`config.mk`:
```
export PLATFORM = sky130hd
export DESIGN_NAME = lrbg_sqrt
export DESIGN_NICKNAME = d
export VERILOG_FILES = /design/src/hw/rtl/lrbg_pkg.sv /design/src/hw/rtl/lrbg_sqrt.sv
export SDC_FILE = /design/constraint.sdc
export NUM_CORES = 2
export LEC_CHECK = 0
export BUFFER_PORTS_ARGS = -buffer_cell sky130_fd_sc_hd__buf_2
export CORE_MARGIN = 5
export CORE_UTILIZATION = 40
export DETAILED_ROUTE_END_ITERATION = 10
export PLACE_DENSITY_LB_ADDON = 0.3
export RECOVER_POWER = 50
export SKIP_LAST_GASP = 1
export SLEW_MARGIN = 20
export SYNTH_ARGS = -nofsm -noshare
export SYNTH_HDL_FRONTEND = slang
export SYNTH_SLANG_ARGS = --single-unit
```
`constraint.sdc`:
```
create_clock -name clock -period 4 [get_ports clock]
set_input_delay 0.8 -clock clock [delete_from_list [all_inputs] [get_ports clock]]
set_output_delay 0.8 -clock clock [all_outputs]
set_load 0.05 [all_outputs]
```
`src/hw/rtl/lrbg_pkg.sv`:
```
// Shared types, constants and the arctangent table for the landmark gate.
// Used by every module of the landmark range / bearing gate.
package lrbg_pkg;

   localparam int PosWidth        = 24;
   localparam int DiffWidth       = 25;
   localparam int SqWidth         = 50;
   localparam int RootWidth       = 25;
   localparam int SqrtSteps       = 25;
   localparam int AngWidth        = 32;
   localparam int CordWidth       = 34;
   localparam int GuardShift      = 6;
   localparam int CordicStagesDef = 16;
   localparam int CordicStagesMax = 24;
   localparam int CsrIdxWidth     = 2;
   localparam int CsrDataWidth    = 24;
   localparam int ReqDataWidth    = 112;
   localparam int RspDataWidth    = 40;

   // register indexes on the configuration channel
   typedef enum logic [CsrIdxWidth-1:0] {
      CSR_RANGE_MIN   = 2'd0,
      CSR_RANGE_MAX   = 2'd1,
      CSR_BEARING_MIN = 2'd2,
      CSR_BEARING_MAX = 2'd3
   } csr_index_type;

   localparam logic [AngWidth-1:0] AngQuarter      = 32'h4000_0000;
   localparam logic [AngWidth-1:0] AngThreeQuarter = 32'hC000_0000;

   // atan(2^-i), one full turn is 2^32
   function automatic logic [AngWidth-1:0] atan_entry(input int i);
      logic [AngWidth-1:0] v;
      begin
         unique case (i)
            0:  v = 32'h20000000;
            1:  v = 32'h12E4051E;
            2:  v = 32'h09FB385B;
            3:  v = 32'h051111D4;
            4:  v = 32'h028B0D43;
            5:  v = 32'h0145D7E1;
            6:  v = 32'h00A2F61E;
            7:  v = 32'h00517C55;
            8:  v = 32'h0028BE53;
            9:  v = 32'h00145F2F;
            10: v = 32'h000A2F98;
            11: v = 32'h000517CC;
            12: v = 32'h00028BE6;
            13: v = 32'h000145F3;
            14: v = 32'h0000A2F9;
            15: v = 32'h0000517C;
            16: v = 32'h000028BE;
            17: v = 32'h0000145F;
            18: v = 32'h00000A2F;
            19: v = 32'h00000517;
            20: v = 32'h0000028B;
            21: v = 32'h00000145;
            22: v = 32'h000000A2;
            23: v = 32'h00000051;
            default: v = '0;
         endcase
         return v;
      end
   endfunction

endpackage

```
`src/hw/rtl/lrbg_sqrt.sv`:
```
// Pipelined integer square root, one result bit per register stage.
// Depends on lrbg_pkg.
module lrbg_sqrt
   import lrbg_pkg::*;
(
   input  logic                 clock,
   input  logic                 en,
   input  logic [SqWidth-1:0]   radicand,
   output logic [RootWidth-1:0] root
);

   logic [SqWidth-1:0]   rem_ff  [0:SqrtSteps-1];
   logic [RootWidth-1:0] root_ff [0:SqrtSteps-1];
   logic [SqWidth-1:0]   rem_in  [0:SqrtSteps-1];
   logic [RootWidth-1:0] root_in [0:SqrtSteps-1];

   for (genvar j = 0; j < SqrtSteps; j++) begin : g_step
      localparam int B = SqrtSteps - 1 - j;
      logic [SqWidth-1:0]   rem_prev;
      logic [RootWidth-1:0] root_prev;
      logic [SqWidth:0]     trial;

      if (j == 0) begin : g_first
         assign rem_prev  = radicand;
         assign root_prev = '0;
      end else begin : g_next
         assign rem_prev  = rem_ff[j-1];
         assign root_prev = root_ff[j-1];
      end

      // try setting bit B: (r + 2^B)^2 - r^2 = r*2^(B+1) + 2^(2B)
      always_comb begin
         trial = ({{(SqWidth+1-RootWidth){1'b0}}, root_prev} << (B + 1))
               + ((SqWidth+1)'(1) << (2 * B));
         if ({1'b0, rem_prev} >= trial) begin
            rem_in[j]  = rem_prev - trial[SqWidth-1:0];
            root_in[j] = root_prev | (RootWidth'(1) << B);
         end else begin
            rem_in[j]  = rem_prev;
            root_in[j] = root_prev;
         end
      end

      always_ff @(posedge clock) begin
         if (en) begin
            rem_ff[j]  <= rem_in[j];
            root_ff[j] <= root_in[j];
         end
      end
   end

   assign root = root_ff[SqrtSteps-1];

endmodule

```
# Word level (Yosys, flattened, before mapping)
# Memories as Yosys holds them, arrays and structs flattened.
# Index checks and enable logic that the tools add are counted.
totals:
  ramBits: 1875
  latch_bits: 0
  mem_count: 2
  ff_bits: 0
  inputBits: 52
  rom_bits: 0
  wordCells: 128
  output_inout_bits: 25
classes:
  n_div: 0
  n_reduce_logical: 0
  addsub: 49
  multipliers: 0
  n_shift: 0
  n_lt_le_gt_ge: 25
  n_mux: 52
  n_bitwise: 0
  n_eq_ne: 0
mem_list:
  columns: ["memory", "depth", "word_bits", "rd", "rd_clocked_by_memory_dff", "wr", "line_no", "source"]
  rows:
  - ["rem_ff", 25, 50, 24, 0, 25, "lrbg_sqrt.sv:12", "logic [SqWidth-1:0] rem_ff [0:SqrtSteps-1];"]
  - ["root_ff", 25, 25, 25, 0, 25, "lrbg_sqrt.sv:13", "logic [RootWidth-1:0] root_ff [0:SqrtSteps-1];"]
ops:
  columns: ["op", "count"]
  rows:
  - ["$mux W50", 25]
  - ["$add A49 B47 Y50 const B", 1]
  - ["$ge A50 B27 Y1", 1]
  - ["$ge A50 B28 Y1", 1]
  - ["$ge A50 B29 Y1", 1]
  - ["$ge A50 B30 Y1", 1]
  - ["$ge A50 B31 Y1", 1]
  - ["$ge A50 B32 Y1", 1]
  - ["$ge A50 B33 Y1", 1]
  - ["$ge A50 B34 Y1", 1]
  - ["$ge A50 B35 Y1", 1]
  - ["$ge A50 B36 Y1", 1]
  - ["$ge A50 B37 Y1", 1]
  - ["$ge A50 B38 Y1", 1]
  - ["$ge A50 B39 Y1", 1]
  - ["$ge A50 B40 Y1", 1]
  - ["$ge A50 B41 Y1", 1]
  - ["$ge A50 B42 Y1", 1]
  - ["$ge A50 B43 Y1", 1]
  - ["$ge A50 B44 Y1", 1]
  - ["$ge A50 B45 Y1", 1]
  - ["$ge A50 B46 Y1", 1]
  - ["$ge A50 B47 Y1", 1]
  - ["$ge A50 B48 Y1", 1]
  - ["other kinds (76)", 78]

# Logic depth before layout (Yosys ltp)
# An unclocked memory read counts as a cell.
depth:
  word_depth: 4
  mapped_depth: 13
  ltp_nobuf: 12

# Worst setup path before layout
# OpenSTA, ideal clock, no wires.
synth_timing:
  path_type: "reg-to-reg"
  startpoint: "memory rem_ff[18][13] (netlist: rem_ff[4][113])"
  endpoint: "memory rem_ff[19][27] (netlist: rem_ff[4][177]), data pin"
  required_time_ns: 3.730
  n_path_buf: 2
  arrival_ns: 2.908
  slack_ns: 0.822
  stages_incl_launch_ff: 12
  setup_ns: 0.270
  period_less_slack_ns: 3.178
  path_cell_list: "edfxtp_1 -> ha_1 -> o211ai_1 -> a21oi_1 -> o41a_1 -> a211o_1 -> a41o_1 -> a211o_1 -> clkbuf_1 -> clkbuf_1 -> nor2_1 -> a21oi_1"
synth_lines:
  columns: ["item", "line_no"]
  rows:
  - ["start, declared", "lrbg_sqrt.sv:12"]

==> results_dict.tcl <==
set metrics [dict create \
    dieWidth_um 436 \
    first_global_vias 44600 \
    start_kind "register" \
    post-place-ws_ns 0.166 \
    drive_gt1_share_pct 8.88 \
    clockBufferDepth 3 \
    cp_data_required_time_ns 4.48 \
    drt_iter0_drc 3041 \
    rsz0062_at_grt "false" \
    area_growth_syn_to_layout_pct 12.9 \
    p_leak_uw 0.0307 \
    fill_cells 16000 \
    antenna_cells 0 \
    period_minus_slack_ns 3.66 \
    synth-seq-cells 1525 \
    synth.most_common_cell "edfxtp_1" \
    post_cts.repair.setup_buffers 0 \
    ys_seq_area_share_pct 63.2 \
    yosys-top-cells-count "edfxtp_1, inv_1, nor2_1" \
    place.detailed.hpwl_um 120000 \
    power_density_nw_per_um2 552 \
    place_congestion 0.905 \
    setup_slack_ns 0.337 \
    synth_area_leaders "edfxtp_1, ha_1, xor2_1, xnor2_1, a21oi_1" \
    synth_area_leader_cell "edfxtp_1" \
    tightestPinTransition_ns 3.25 \
    ios 77 \
    grt_max_degree 111 \
    hold_buffers 0 \
    overflow 0 \
    hold_violations 0 \
    synth_nets 6038 \
    max-cap-violations 1 \
    worstSkewPairLatency_ns 0.82 \
    worstSetupEndpointType "register" \
    ant_nets 0 \
    route.detailed.drc 0 \
    routed_wl_um 159000 \
    skew_ns 0.0752 \
    period_share_pct 91.6 \
    antenna_found_initial 2 \
    fmax_mhz 273 \
    firstDrtPassIters 6 \
    core.rowCount 156 \
    cts_sinks 1525 \
    synth_enable_flop_cells 1525 \
    clock-root-buffer "clkbuf_16" \
    netlist_area_um2 72500 \
    arrival_ns 4.14 \
    port_buffers 76 \
    die_area_um2 190000 \
    ys_types 98 \
    drt-vias-per-instance 5.29 \
    multiInputGateArea_um2 24800 \
    critical_path_class "register to register" \
    seqCellArea_um2 45800 \
    setup_tns_ns 0 \
    start_util_pct 40.1 \
    slew_headroom_pct -117 \
    status "finished with violations" \
    async_flop_share_pct 0 \
    synth.avg_cell_area_um2 12.9 \
    vias 44300 \
    synth_ff_type "edfxtp_1" \
    h-tree-depth 4 \
    cts_tree "done" \
    core_um2 181000 \
    numCtsBuffers 164 \
    synthCells 5640 \
    routedWlPerCell_um 19.0 \
    hp-class "input pin to register" \
    yosys_warnings 0 \
    synth_top_area_share_pct 63.2 \
    violations "capacitance limit, slew limit" \
    layout.nets 6269 \
    drv_slew 67 \
    vdd.ir_drop.worst_mv 0.368 \
    grt_usage_pct 16.5 \
    die_h_um 436 \
    clkTransAtPathRegs_ns 0.06 \
    grt_pass1_wl_um 248000 \
    worstPathMaxFanout 7 \
    setup_viol 0 \
]
==> repair_timing <==
item / in CTS / in global routing
resized for setup: 0 / 1
hold endpoints to repair: 0 / 0
endpoints found under the setup margin: 0 / 4
==> power breakdown <==
group | switching [uW] | total, uW | internal [uW]
registers | 1500 | 21600 | 20100
clock network | 6430 | 15300 | 8890
logic | 4800 | 8230 | 3430
total | 12700 | 45200 | 32500
==> per-layer routing <==
metal,part of all wire [%],track usage (%)
met1,40,19.0
met2,53,30.7
met3,3.6,2.29
met4,4.0,6.58
met5,0.0082,0
==> placed cells by master (no fill, tap or decap), types with 26 or more instances in the layout <==
cell       Yosys  routed
nor2b_1       51      51
buf_4          1      57
and3_1        30      30
o21a_1        66      66
a21o_1       108     108
clkinv_1       0      26
nand2_1      341     341
inv_1        411     411
nor3_1       153     153
nor2_1       380     380
o21ai_0      239     239
clkbuf_16      0     164
a31oi_1       31      31
o31ai_1       32      32
buf_2         18      74
a211oi_1      26      26
clkbuf_1      70      31
xor2_1       275     275
nor4_1       189     187
nand4_1       85      85
nand3_1       89      89
nand2b_1      74      74
xnor2_1      239     239
clkinv_2       0      34
ha_1         346     346
or3_1         50      50
a21oi_1      329     329
mux2_2        61      61
or4_1         39      39
o21bai_1      33      33
edfxtp_1    1525    1525
==> cell type report <==
type | count | share of cell area, %
tap | 2370 | 3.62
inverter | 412 | 1.89
clock buffer | 186 | 5.12
clock inverter | 111 | 1.70
sequential | 1525 | 56.0
multi-input combinational | 3601 | 30.3
timing repair buffer | 167 | 1.44
==> worst max-delay path, stage by stage, from the launching register on <==
cell and delay, ns:
edfxtp_1 0.39, ha_1 0.38, a211oi_1 0.33, o21bai_1 0.19
nor4_1 0.43, o31ai_1 0.18, a21oi_1 0.41, o32a_1 0.24
nand3_1 0.26, nor4b_1 0.42, xor2_1 0.12
==> through the flow <==
step / hold WS (ns) / std cells / cell area [um^2] / total power (uW) / utilization [%]
2_1_floorplan: 0.417 / 5640 / 72500 / 27400 / -
4_1_cts: 0.0575 / 8372 / 81900 / 45700 / 45.4
3_3_place_gp: 0.421 / 8075 / 76300 / 30000 / 42.3
3_5_place_dp: 0.427 / 8075 / 76300 / 30200 / 42.3
5_1_grt: 0.0867 / 8372 / 81800 / 47500 / 45.3
6_report: 0.147 / 8372 / 81800 / 45200 / 45.3
==> cell families (layout without fill, tap and decap cells) <==
group | count (synthesis) | in the layout | share of synthesized area [%]
AO/OA/AOI/OAI | 1037 | 1037 | 9.07
XOR/XNOR | 514 | 514 | 6.21
adder cells (fa/ha/maj) | 346 | 346 | 5.97
buffers and inverters | 514 | 876 | 2.71
flip-flops | 1525 | 1525 | 63.2
multiplexers | 75 | 75 | 1.14
AND/OR/NAND/NOR | 1629 | 1629 | 11.7
==> path summary, 6_finish.rpt <==
| check | depth (start not counted) | slack (ns) | end | from |
|---|---|---|---|---|
| worst min register to register | 0 | 0.43 | rem_ff[4][63] | rem_ff[4][13] |
| worst min-delay path | 1 | 0.15 | rem_ff[0][33] | radicand[33] |
| worst max register to register | 10 | 0.34 | rem_ff[4][149] | rem_ff[4][69] |
| worst max-delay path | 10 | 0.34 | rem_ff[4][149] | rem_ff[4][69] |
==> sequential cells by signal (all words and copies together), names as in the netlist <==
register / cells
rem_ff: 1200
root_ff: 325
Note: power is estimated with default switching activity, not from simulation.
