`src/hw/rtl/lrbg_pkg.sv`:
```
// Shared types, constants and the arctangent table for the landmark gate.
// Used by every module of the landmark range / bearing gate.
package lrbg_pkg;

   localparam int PosWidth        = 24;
   localparam int DiffWidth       = 25;
   localparam int SqWidth         = 50;
   localparam int RootWidth       = 25;
   localparam int SqrtSteps       = 25;
   localparam int AngWidth        = 32;
   localparam int CordWidth       = 34;
   localparam int GuardShift      = 6;
   localparam int CordicStagesDef = 16;
   localparam int CordicStagesMax = 24;
   localparam int CsrIdxWidth     = 2;
   localparam int CsrDataWidth    = 24;
   localparam int ReqDataWidth    = 112;
   localparam int RspDataWidth    = 40;

   // register indexes on the configuration channel
   typedef enum logic [CsrIdxWidth-1:0] {
      CSR_RANGE_MIN   = 2'd0,
      CSR_RANGE_MAX   = 2'd1,
      CSR_BEARING_MIN = 2'd2,
      CSR_BEARING_MAX = 2'd3
   } csr_index_type;

   localparam logic [AngWidth-1:0] AngQuarter      = 32'h4000_0000;
   localparam logic [AngWidth-1:0] AngThreeQuarter = 32'hC000_0000;

   // atan(2^-i), one full turn is 2^32
   function automatic logic [AngWidth-1:0] atan_entry(input int i);
      logic [AngWidth-1:0] v;
      begin
         unique case (i)
            0:  v = 32'h20000000;
            1:  v = 32'h12E4051E;
            2:  v = 32'h09FB385B;
            3:  v = 32'h051111D4;
            4:  v = 32'h028B0D43;
            5:  v = 32'h0145D7E1;
            6:  v = 32'h00A2F61E;
            7:  v = 32'h00517C55;
            8:  v = 32'h0028BE53;
            9:  v = 32'h00145F2F;
            10: v = 32'h000A2F98;
            11: v = 32'h000517CC;
            12: v = 32'h00028BE6;
            13: v = 32'h000145F3;
            14: v = 32'h0000A2F9;
            15: v = 32'h0000517C;
            16: v = 32'h000028BE;
            17: v = 32'h0000145F;
            18: v = 32'h00000A2F;
            19: v = 32'h00000517;
            20: v = 32'h0000028B;
            21: v = 32'h00000145;
            22: v = 32'h000000A2;
            23: v = 32'h00000051;
            default: v = '0;
         endcase
         return v;
      end
   endfunction

endpackage

```
`src/hw/rtl/lrbg_cordic.sv`:
```
// Pipelined vectoring CORDIC, one micro-rotation per register stage.
// Depends on lrbg_pkg for widths and the arctangent table.
module lrbg_cordic
   import lrbg_pkg::*;
#(
   parameter int CORDIC_STAGES = CordicStagesDef
) (
   input  logic                       clock,
   input  logic                       en,
   input  logic signed [CordWidth-1:0] x_start,
   input  logic signed [CordWidth-1:0] y_start,
   input  logic [AngWidth-1:0]        ang_start,
   output logic [AngWidth-1:0]        ang_end
);

   logic signed [CordWidth-1:0] x_ff   [0:CORDIC_STAGES-1];
   logic signed [CordWidth-1:0] y_ff   [0:CORDIC_STAGES-1];
   logic [AngWidth-1:0]         ang_ff [0:CORDIC_STAGES-1];
   logic signed [CordWidth-1:0] x_in   [0:CORDIC_STAGES-1];
   logic signed [CordWidth-1:0] y_in   [0:CORDIC_STAGES-1];
   logic [AngWidth-1:0]         ang_in [0:CORDIC_STAGES-1];

   for (genvar i = 0; i < CORDIC_STAGES; i++) begin : g_stage
      localparam logic [AngWidth-1:0] Atan = atan_entry(i);
      logic signed [CordWidth-1:0] xp, yp;
      logic [AngWidth-1:0]         ap;

      if (i == 0) begin : g_first
         assign xp = x_start;
         assign yp = y_start;
         assign ap = ang_start;
      end else begin : g_next
         assign xp = x_ff[i-1];
         assign yp = y_ff[i-1];
         assign ap = ang_ff[i-1];
      end

      // drive y toward zero; arithmetic shifts floor
      always_comb begin
         if (!yp[CordWidth-1]) begin
            x_in[i]   = xp + (yp >>> i);
            y_in[i]   = yp - (xp >>> i);
            ang_in[i] = ap + Atan;
         end else begin
            x_in[i]   = xp - (yp >>> i);
            y_in[i]   = yp + (xp >>> i);
            ang_in[i] = ap - Atan;
         end
      end

      always_ff @(posedge clock) begin
         if (en) begin
            x_ff[i]   <= x_in[i];
            y_ff[i]   <= y_in[i];
            ang_ff[i] <= ang_in[i];
         end
      end
   end

   assign ang_end = ang_ff[CORDIC_STAGES-1];

endmodule

```
`config.mk`:
```
export PLATFORM = sky130hd
export DESIGN_NAME = lrbg_cordic
export DESIGN_NICKNAME = d
export VERILOG_FILES = /design/src/hw/rtl/lrbg_pkg.sv /design/src/hw/rtl/lrbg_cordic.sv
export SDC_FILE = /design/constraint.sdc
export NUM_CORES = 2
export LEC_CHECK = 0
export BUFFER_PORTS_ARGS = -buffer_cell sky130_fd_sc_hd__buf_2
export CELL_PAD_IN_SITES_DETAIL_PLACEMENT = 2
export CELL_PAD_IN_SITES_GLOBAL_PLACEMENT = 2
export CORE_MARGIN = 2
export CORE_UTILIZATION = 46
export DETAILED_ROUTE_END_ITERATION = 7
export PLACE_DENSITY_LB_ADDON = 0.3
export SYNTH_ARGS = -nofsm -noshare
export SYNTH_HDL_FRONTEND = slang
export SYNTH_SLANG_ARGS = --single-unit
```
`constraint.sdc`:
```
create_clock -name clock -period 10.6 [get_ports clock]
set_input_delay 1.59 -clock clock [delete_from_list [all_inputs] [get_ports clock]]
set_output_delay 1.59 -clock clock [all_outputs]
set_load 0.01 [all_outputs]
```
======== Yosys cells after proc, flatten, opt, wreduce, memory -nomap -nowiden ========
Memories as Yosys holds them, arrays and structs flattened.
Cells that the tools add are included.
operators by class
  muxes and demuxes ....................... 50
  add/sub/neg operators ................... 95
operator list
  kind                          number
  2-to-1 mux 34 bit             32
  2-to-1 mux 32 bit             16
  adder 34 x 19 -> 34 bit       2
  adder 34 x 20 -> 34 bit       2
  adder 34 x 21 -> 34 bit       2
  adder 34 x 22 -> 34 bit       2
  adder 34 x 23 -> 34 bit       2
  adder 34 x 24 -> 34 bit       2
  adder 34 x 25 -> 34 bit       2
  adder 34 x 26 -> 34 bit       2
  adder 34 x 27 -> 34 bit       2
  adder 34 x 28 -> 34 bit       2
  adder 34 x 29 -> 34 bit       2
  adder 34 x 30 -> 34 bit       2
  adder 34 x 31 -> 34 bit       2
  adder 34 x 32 -> 34 bit       2
  adder 34 x 33 -> 34 bit       2
  subtractor 34 x 19 -> 34 bit  2
  subtractor 34 x 20 -> 34 bit  2
  subtractor 34 x 21 -> 34 bit  2
  subtractor 34 x 22 -> 34 bit  2
  subtractor 34 x 23 -> 34 bit  2
  subtractor 34 x 24 -> 34 bit  2
  subtractor 34 x 25 -> 34 bit  2
  43 further kinds              53
storage, ports and cells
  bits of input ports ..................... 102
  memories kept ........................... 3
  logic and storage cells ................. 148
  RAM bits ................................ 1600
  output and inout port bits .............. 32
  register bits ........................... 0
memory list
  name    words  width  rd ports  clocked after memory_dff  write ports  line               source
  x_ff    16     34     15        0                         16           lrbg_cordic.sv:16  logic signed [CordWidth-1:0] x_ff [0:CORDIC_STAGES-1];
  y_ff    16     34     15        0                         16           lrbg_cordic.sv:17  logic signed [CordWidth-1:0] y_ff [0:CORDIC_STAGES-1];
  ang_ff  16     32     16        0                         16           lrbg_cordic.sv:18  logic [AngWidth-1:0] ang_ff [0:CORDIC_STAGES-1];

======== Logic depth before layout (Yosys ltp) ========
  depth after elaboration ................. 2
  gate-level depth with buffers ........... 22
  gate-level depth less buffers ........... 22

======== Worst setup path after synthesis ========
OpenSTA, ideal clock, no wires.
  path type ............................... flip-flop to flip-flop
  start point ............................. memory y_ff[12][33] (netlist: y_ff[1][169])
  end point ............................... memory y_ff[13][32] (netlist: y_ff[1][202]), data pin
  arrival time ............................ 4516 ps
  path slack .............................. 5826 ps
  cell stages (with the launch flop) ...... 16
  path through ............................ edfxtp_1 clkbuf_1 clkbuf_1 mux2_2 fa_1 a211oi_1 o21ai_0 a31oi_1 o211ai_1 a31oi_1 o31ai_1 a311o_1 or4_1 a31o_2 a21oi_1 xnor2_1
RTL lines
  item             line
  start, declared  lrbg_cordic.sv:17

==> results.tsv <==
metric	value	unit
cp.required	11250	ps
num-nets-final	15115	
slew_headroom	8.28	%
max_freq	167	MHz
hold_class	reg2reg	
place_congestion	0.887	
die_h	527	um
synthCells	13386	
end_kind	register	
grt_max_degree	163	
initialDrtViolationCount	6211	
yosysWarnings	0	
io_pins	134	
start_util	46.2	%
wl	454000	um
finClkSkew	68.2	ps
cts_inserted_buffers	187	
final_hold_viol_count	0	
status	complete, no violations	
postCtsSetupBuffers	0	
postRouteAntennaNets	0	
setup_viol_count_final	0	
via_count	106998	
cts.htree.levels	4	
arrival	6650	ps
fin_setup_tns	0	ps
hold_buffers	0	
cts.clk_slew.worst_paths	70	ps
area_growth	8.50	%
crit_fanout	54	
ys_ff_latch	1450	
r2r-end	y_ff[0][203]	
grt_pass1_wl	711000	um
antenna_found_initial	6	
insertion_delay	900	ps
holdCritStartpoint	ang_ff[0][160]	
ys_seq_area_share	34.6	%
synthArstFlopShare	0	%
start_kind	register	
drc_errors	0	
r2r-start	y_ff[0][169]	
n_fill_cell	28635	
routedWlPerCell	26.3	um
place_hpwl	346000	um
reg2reg_setup_slack	4600	ps
cts_tree	built	
port_buffers	133	
ys_types	92	
critPathKind	reg2reg	
core	273000	um2
die_w	527	um
cts-root-buf	clkbuf_16	
tightest_slew	1360	ps
avgViaCountPerCell	6.20	
grt_use_total	31.7	%
die-area	278000	um2
avgSynthCellArea	9.41	um2
grt_remaining_overflow	0	
clk_path_buf_depth	4	
reg2reg_depth	15	
drive_gt1_share	4.34	%
synth_area	126000	um2
placementRows	192	
hold_path_depth	0	
cts.sinks	1450	
finalCritPeriodShare	56.6	%
rsz0062_at_grt	no	
syn-num-nets	14985	
cap_violations	0	
drv_slew	0	
synth_ff_type	edfxtp_1	
holdPathEnd	ang_ff[0][192]	
cts.repair.resized	0	
first_pass_iters	5	
whs	418	ps
min_period	6000	ps
synth_edf_count	1450	
grt_pass1_vias	120457	
flip-flops by register name, summed over array words and instances, names as in the netlist:
name / count
ang_ff: 512
x_ff: 461
y_ff: 477
synthesized netlist by cell type (54+ instances only):
library cell / instances / area (um2)
o21ai_0: 663 / 3320
a211oi_1: 112 / 841
nor4_1: 105 / 657
o21a_1: 215 / 1610
ha_1: 1453 / 18200
nor2b_1: 226 / 1410
o211ai_1: 66 / 495
nor3_1: 325 / 1630
a31oi_1: 132 / 826
edfxtp_1: 1450 / 43500
o21bai_1: 181 / 1360
o41ai_1: 54 / 473
xor2_1: 647 / 5670
nand2_1: 625 / 2350
or3_1: 75 / 469
xnor2_1: 1226 / 10700
inv_1: 623 / 2340
a21o_1: 653 / 4900
nor2_1: 1246 / 4680
nand3_1: 227 / 1140
o31ai_1: 67 / 503
and3_1: 128 / 801
and2_1: 91 / 569
nand4_1: 123 / 769
clkbuf_1: 184 / 691
nand2b_1: 188 / 1180
a21oi_1: 1497 / 7490
cell families (layout without fill, tap and decap cells):
group / after synthesis / in the layout / synth area share (%)
AOI/OAI and AO/OA: 4089 / 4089 / 20.5
xor gates and xnor gates: 1873 / 1873 / 13.0
adders and majority gates: 1497 / 1497 / 15.1
buffers and inverters: 879 / 1152 / 2.72
DFF: 1450 / 1450 / 34.6
muxes: 62 / 62 / 0.523
other: 0 / 4 / 0
and+or+nand+nor: 3536 / 3536 / 13.5
worst max-delay path by stage:
stage / start / endpoint / slack, ps / depth (start not counted)
floorplan: y_ff[1][169] / y_ff[1][202] / 5830 / 15
CTS: y_ff[1][49] / x_ff[1][100] / 4540 / 18
global placement: y_ff[1][49] / x_ff[1][100] / 4980 / 19
global route: y_ff[1][135] / y_ff[1][168] / 4270 / 15
detailed placement: y_ff[1][49] / x_ff[1][100] / 4800 / 18
finish: y_ff[0][169] / y_ff[0][203] / 4600 / 15
cells in the final DEF, fill, tap and decap left out, types with 112 or more instances in the layout:
| cell | n |
|---|---|
| nand2b_1 | 188 |
| clkbuf_16 | 193 |
| xor2_1 | 647 |
| nand2_1 | 625 |
| inv_1 | 623 |
| o21a_1 | 215 |
| a211oi_1 | 112 |
| edfxtp_1 | 1450 |
| xnor2_1 | 1226 |
| nor3_1 | 325 |
| a21oi_1 | 1497 |
| a21o_1 | 653 |
| buf_2 | 132 |
| nor2_1 | 1246 |
| nand4_1 | 123 |
| o21ai_0 | 663 |
| nor2b_1 | 226 |
| and3_1 | 128 |
| a31oi_1 | 132 |
| o21bai_1 | 181 |
| nand3_1 | 227 |
| ha_1 | 1453 |
critical path, cell delays in order (launching register included):
cell and delay [ps]:
edfxtp_1 330, buf_4 300, buf_4 580, mux2_2 440, ha_1 300, a211o_1 320
a2111oi_2 370, o31ai_1 210, nor3_1 340, o31ai_1 200, a221oi_2 430, o31ai_1 240
a2111oi_0 870, o21ai_0 310, a21oi_1 340, xnor2_1 100
metal layers:
layer | wire length [um] | vias to the layer above | track usage, %
met3 | 12100 | 851 | 2.47
met1 | 182000 | 54600 | 36.5
met4 | 17300 | 4 | 11.5
met5 | 28 | - | 0
li1 | - | 49682 | -
met2 | 242000 | 1861 | 60.8
through the flow:
step | worst slack, ps | std cells | util (%) | area [um2]
2_1_floorplan | 5830 | 13386 | - | 126000
3_3_place_gp | 4980 | 16915 | 47.8 | 131000
3_5_place_dp | 4800 | 16915 | 47.8 | 131000
4_1_cts | 4540 | 17247 | 50.1 | 137000
5_1_grt | 4270 | 17250 | 50.1 | 137000
6_report | 4600 | 17252 | 50.1 | 137000
area by class of cell:
cell class	count	area, um2	area share [%]
Multi-Input combinational cell	11057	79000	57.8
Sequential cell	1450	43500	31.9
Clock buffer	230	4970	3.64
Tap cell	3589	4490	3.29
Inverter	629	2360	1.73
Timing Repair Buffer	191	1190	0.870
Clock inverter	102	1090	0.796
Antenna cell	4	10.0	0.00732
Power is left out: the tool's default activity adds up to more than one toggle a clock period on the data nets, which glitch-free logic cannot reach.
